[src/design/ggl_pkg.sv]
`default_nettype none
package ggl_pkg;

  // field widths
  localparam int CELL_W  = 24;
  localparam int OWNER_W = 6;
  localparam int CFG_W   = 7;
  localparam int LOAD_W  = 34;
  localparam int GIDX_W  = 10;
  localparam int PROC_W  = 6;

  // stream packing
  localparam int IN_TDATA_W  = 32;
  localparam int IN_PAD_W    = IN_TDATA_W - CELL_W - OWNER_W;
  localparam int OUT_TDATA_W = 96;
  localparam int OUT_USED_W  = GIDX_W + 2 * PROC_W + 2 * LOAD_W + 2;
  localparam int OUT_PAD_W   = OUT_TDATA_W - OUT_USED_W;

  // default sizes
  localparam int DEF_MAX_GRIDS = 1024;
  localparam int DEF_MAX_PROCS = 64;
  localparam int DEF_MAX_MOVES = 63;

  // result kinds (carried on tuser)
  localparam logic KIND_MOVE    = 1'b0;
  localparam logic KIND_SUMMARY = 1'b1;

  localparam logic [LOAD_W-1:0] LOAD_MAX = {LOAD_W{1'b1}};

  // control of the per-processor load store
  typedef struct packed {
    logic wr_en;
    logic clr;
  } ld_ctl_t;

  function automatic logic [LOAD_W-1:0] sat_add(input logic [LOAD_W-1:0] a,
                                                 input logic [CELL_W-1:0] b);
    logic [LOAD_W:0] s;
    s = {1'b0, a} + (LOAD_W + 1)'(b);
    return s[LOAD_W] ? LOAD_MAX : s[LOAD_W-1:0];
  endfunction

endpackage
`default_nettype wire

[src/design/ggl_load_store.sv]
`default_nettype none
module ggl_load_store #(
  parameter int NPROC = ggl_pkg::DEF_MAX_PROCS,
  parameter int AW    = 6
) (
  input  wire logic                      clk,
  input  wire logic                      rst,
  input  wire ggl_pkg::ld_ctl_t          ctl,
  input  wire logic [AW-1:0]             wr_addr,
  input  wire logic [ggl_pkg::LOAD_W-1:0] wr_data,
  input  wire logic [AW-1:0]             rd_addr,
  output logic [ggl_pkg::LOAD_W-1:0]     rd_data
);
  import ggl_pkg::*;

  logic [LOAD_W-1:0] mem [NPROC];
  logic [NPROC-1:0]  vld;
  logic [LOAD_W-1:0] data_q;
  logic              vld_q;

  // entries not written this set read as zero
  always_ff @(posedge clk) begin
    if (rst || ctl.clr) begin
      vld <= '0;
    end else if (ctl.wr_en) begin
      vld[wr_addr] <= 1'b1;
    end
  end

  always_ff @(posedge clk) begin
    if (ctl.wr_en) begin
      mem[wr_addr] <= wr_data;
    end
    data_q <= mem[rd_addr];
    vld_q  <= vld[rd_addr];
  end

  assign rd_data = vld_q ? data_q : '0;

endmodule
`default_nettype wire

[config.mk]
export PLATFORM = sky130hd
export DESIGN_NAME = ggl_load_store
export DESIGN_NICKNAME = d
export VERILOG_FILES = /design/src/design/ggl_pkg.sv /design/src/design/ggl_load_store.sv
export SDC_FILE = /design/constraint.sdc
export NUM_CORES = 2
export LEC_CHECK = 0
export BUFFER_PORTS_ARGS = -buffer_cell sky130_fd_sc_hd__buf_2
export CAP_MARGIN = 20
export CORE_MARGIN = 3
export CORE_UTILIZATION = 30
export DETAILED_ROUTE_END_ITERATION = 10
export GPL_TIMING_DRIVEN = 1
export PLACE_DENSITY = 0.42
export SLEW_MARGIN = 20
export SYNTH_ARGS = -nofsm -noshare
export SYNTH_HDL_FRONTEND = slang
export SYNTH_SLANG_ARGS = --single-unit
[constraint.sdc]
create_clock -name clk -period 3.5 [get_ports clk]
set_clock_uncertainty 0.2 [all_clocks]
set_input_delay 0.175 -clock clk [delete_from_list [all_inputs] [get_ports clk]]
set_output_delay 0.175 -clock clk [all_outputs]
set_load 0.01 [all_outputs]
Yosys cells after proc, flatten, opt, wreduce, memory -nomap -nowiden. Memory sizes are Yosys's and may differ from the RTL's. A register that Yosys moved wholly into a read port is not among the register bits. Index checks and enable logic that the tools add are counted.

Register bits: 65. Memory bits (writable): 2176. Output and inout port bits: 34. Logic and storage cells: 16. Memories: 1.

Memory list: mem (words 64, width 34, read ports 1, clocked after Yosys merged registers in 1, wr ports 1, line ggl_load_store.sv:16) `logic [LOAD_W-1:0] mem [NPROC];`.

Order comparisons: 3. Mux-type cells: 7. Bitwise logic cells: 1. Reductions and logical operators: 2.

Operators by type and width (count): $or A64 B64 Y64 (1); $mux W34 (1); $lt A6 B7 Y1 const B (2); $bmux W1 S6 (1); $demux W1 S6 (1); $ge A6 B1 Y1 const B (1); $mux W1 (4); $logic_and A1 B1 Y1 (1); $logic_or A1 B1 Y1 (1).

Longest topological paths before layout.
Depth after elaboration: 5. Depth in mapped cells: 10. Gate-level depth less buffers: 5.

Worst setup path after synthesis. OpenSTA, ideal clock, no wires.

Kind: in2reg. Start: in ctl[1] (netlist name). End: mem mem[40][0] (enable). Setup time: 0.470 ns. Arrival time: 3.043 ns. Path slack: -0.213 ns. Stages on the path: 3. Buffers on the path: 0. Path through: nor2b_1 -> nand3_1 -> nor3_1.

Longest elaborated chain between the ends: 2.

Ends and longest elaborated chain: start, declared (line ggl_load_store.sv:8) `input wire ggl_pkg::ld_ctl_t ctl,`; $mux W1 (line ggl_load_store.sv:31) `if (ctl.wr_en) begin`; $mux W1 (implied by the code) (line ggl_load_store.sv:32) `mem[wr_addr] <= wr_data;`; end, declared (line ggl_load_store.sv:16).

Every way passes these cells.

==> results.tsv <==
stage	metric	value	unit
timing	tightest_slew	1130	ps
grt	grt_pass1_wl	375	mm
cts	cts_max_path_buffers	4	
flow_run	drv_cap	0	
yosys	synth.top_cell.area_share	75.5	%
power	irDropWorstVdd	425	uV
final_layout	area_delta_synth_final	18.9	%
place	io_buffer_count	83	
setup_path	reg2reg_from	mem[55][11]$_DFFE_PP_	
cts	cts_num_sinks	2275	
floorplanning	die-area	295000	um2
setup_path	ff2ff_path_depth	5	
timing	fmax	0.339	GHz
drt	drt-total-wl	274	mm
floorplanning	die_h	543	um
floorplanning	core	286000	um2
place	dp_hpwl	167	mm
cts	holdBufCountCts	49	
timing	finalCritPeriodShare	84.3	%
cts	cts_htree_levels	4	
timing	hold_viol_final	0	
drt	dr.pass1.iters	5	
grt	overflow	0	
timing	fin_hold_ws	61.4	ps
grt	grt_max_degree	65	
yosys	synthCells	3913	
final_layout	fillCellCount	26300	
drt	drcViolationCount	0	
setup_path	rrSetupSlack	870	ps
setup_path	r2r-end	data_q[11]$_DFF_P_	
timing	finalCriticalPeriod	2950	ps
setup_path	crit_path_start_kind	input pin	
yosys	syn_nets	3963	
grt	grt_use_total	18.3	%
grt	antenna_found_initial	19	
worst_hold_path	min_from	wr_data[2]	
cts	ctsResizeCount	0	
yosys	netlist_top_cells_area	edfxtp_1, mux4_2, dfxtp_1, mux2i_1, o22ai_1	
worst_hold_path	hold_depth	2	
setup_path	slowest_delay	730	ps
cts	cts_tree	done	
grt	grt_pass1_vias	43900	
yosys	ys_types	54	
cts	cts_buffers	247	
cts	clock_latency	920	ps
setup_path	path_class	in -> reg	
power	leakage	32.6	nW
drt	vias	42800	
cts	postCtsSetupBuffers	0	
timing	final-setup-viol-count	0	
timing	worst_slack	550	ps
drt	ant_nets	0	
yosys	synthFlopType	edfxtp_1	
drt	drtIter0Drc	4094	
setup_path	path_cells	dlygate4sd3_1 -> buf_8 -> buf_4 -> buf_4 -> or3_1 -> buf_4 -> o22ai_1 -> nor4_1 -> buf_4 -> a2bb2oi_1	
yosys	synth-edff-count	2176	
timing	relSlewSlack	25.0	%
timing	rsz0062_at_grt	no	
timing	tns	0	ps
final_layout	layout.nets	4482	
timing	slew_violations	0	
setup_path	worstSetupEndpointType	flop	
setup_path	crit_top_cell	buf_4	
yosys	synth.cell_area	86600	um2
cts	root_buffer	clkbuf_16	
yosys	ys_seq_elements	2275	
floorplanning	die_w	543	um
cts	cts.clk_slew.worst_paths	60	ps
setup_path	cp.required	4080	ps
worst_hold_path	hold_path_end	mem[30][2]$_DFFE_PP_	
yosys	avgSynthCellArea	22.1	um2
yosys	synth_warnings	0	
power	powerDensity	572	nW/um2
final_layout	final_util	36.0	%
yosys	ys_seq_area_share	77.7	%
setup_path	critical_path_arrival	3530	ps
setup_path	critPathTopFamily	buffers and inverters	
yosys	synth_top_cell_by_area	edfxtp_1	
worst_hold_path	hold_path.class	in -> reg	
final_layout	layout-drive-gt1-share	30.2	%
setup_path	critPathBufInv	6	
floorplanning	start_util	30.3	%
place	finalWeightedCongestion	0.782	
status	status	finished clean	
setup_path	slowest_stage	nor4_1	
drt	wl_per_cell	32.5	um
floorplanning	io_pins	84	
setup_path	cp_max_fo	57	
drt	vias_per_cell	5.10	
yosys	synthArstFlopShare	0	%
floorplanning	fp-row-count	196	
place	post-place-ws	65.1	ps
-- flip-flops by register name (all words and copies together), names as in the netlist --
name / cells
mem: 2176
data_q: 34
vld: 64
vld_q: 1
-- cells by family (layout without fill, tap and decap cells) --
group           count (synthesis)  count (layout)  share of synthesized area (%)
simple gates                  370             370                           2.07
flops                        2275            2275                           77.7
buf+inv                       218             937                           1.73
other cells                     0              13                              0
compound gates                365             365                           3.16
mux                           685             685                           15.3
-- cell usage after synthesis, types with 4 or more instances --
cell type	instances
nor4bb_1	4
a21oi_1	8
buf_8	4
a2bb2oi_2	9
dfxtp_1	99
nand3_1	19
and2_1	41
nand4_1	10
nor4_1	10
mux2i_1	175
o21ai_0	14
buf_6	25
o22ai_1	114
nand3b_1	4
mux4_2	510
nor2b_1	11
a22oi_1	61
a2111oi_2	4
a2bb2oi_1	9
buf_1	17
nor2_1	101
edfxtp_1	2176
buf_4	46
or3_1	4
nand2b_1	13
a221oi_1	25
buf_12	12
a31oi_1	18
and3_1	13
o21a_1	64
a211oi_2	9
clkbuf_1	48
nor3_1	7
a22o_1	22
buf_2	63
nand2_1	120
-- stage by stage --
step                      power, W  area (um2)  instances
after floorplan             0.0323       86600       3913
after global placement      0.0341       94600       7895
after detailed placement    0.0341       94600       7895
after CTS                   0.0596      103000       8393
after global routing        0.0609      103000       8399
final                       0.0589      103000       8407
-- power by group --
group | leakage, nW | internal [W] | switching (W)
Combinational | 8.40 | 0.00120 | 0.00210
Sequential | 20.4 | 0.0300 | 0.000163
Clock | 3.82 | 0.0147 | 0.0106
-- metal layers --
metal / vias up / track usage (%) / share of wire (%)
met5: - / 0 / 0.0099
met2: 1110 / 30.7 / 49
li1: 17600 / - / -
met4: 4 / 3.89 / 2.3
met1: 23800 / 25.4 / 44
met3: 322 / 2.55 / 4.6
-- layout by cell type, fill, tap and decap left out, types with 10 or more instances in the layout --
cell type and n:
edfxtp_1 2176, mux4_2 510, buf_4 265, clkbuf_16 247, mux2i_1 175, nand2_1 120
o22ai_1 114, dfxtp_1 98, buf_12 94, clkbuf_1 77, buf_2 76, o21a_1 64
a22oi_1 61, nor2_4 61, dlygate4sd3_1 49, and2_1 40, nor2_1 39, clkbuf_8 36
clkinv_2 35, clkinv_1 27, a221oi_1 25, a22o_1 22, nand3_1 19, a31oi_1 18
o21ai_0 14, bufinv_16 14, diode_2 13, nand2b_1 13, and3_1 13, nand4_1 10
-- cell type report --
cell class / instances / area (um2) / share of cell area (%)
diodes: 13 / 32.5 / 0.0316
clock buffers: 360 / 6970 / 6.76
clock inverters: 89 / 842 / 0.818
inverters: 1 / 3.75 / 0.00365
multi-input cells: 1420 / 18300 / 17.8
flip-flops and latches: 2275 / 67300 / 65.4
well taps: 3762 / 4710 / 4.57
repair buffers: 487 / 4790 / 4.65
-- worst max path at each step --
stage | from | to | depth (start not counted)
global route | rd_addr[2] | data_q[21]$_DFF_P_ | 10
floorplan | wr_addr[5] | mem[0][0]$_DFFE_PP_ | 4
global placement | rd_addr[3] | data_q[21]$_DFF_P_ | 9
CTS | vld_q$_DFF_P_ | rd_data[3] | 3
finish | rd_addr[2] | data_q[8]$_DFF_P_ | 10
detailed placement | rd_addr[3] | data_q[21]$_DFF_P_ | 8
(Power assumes the default switching activity.)
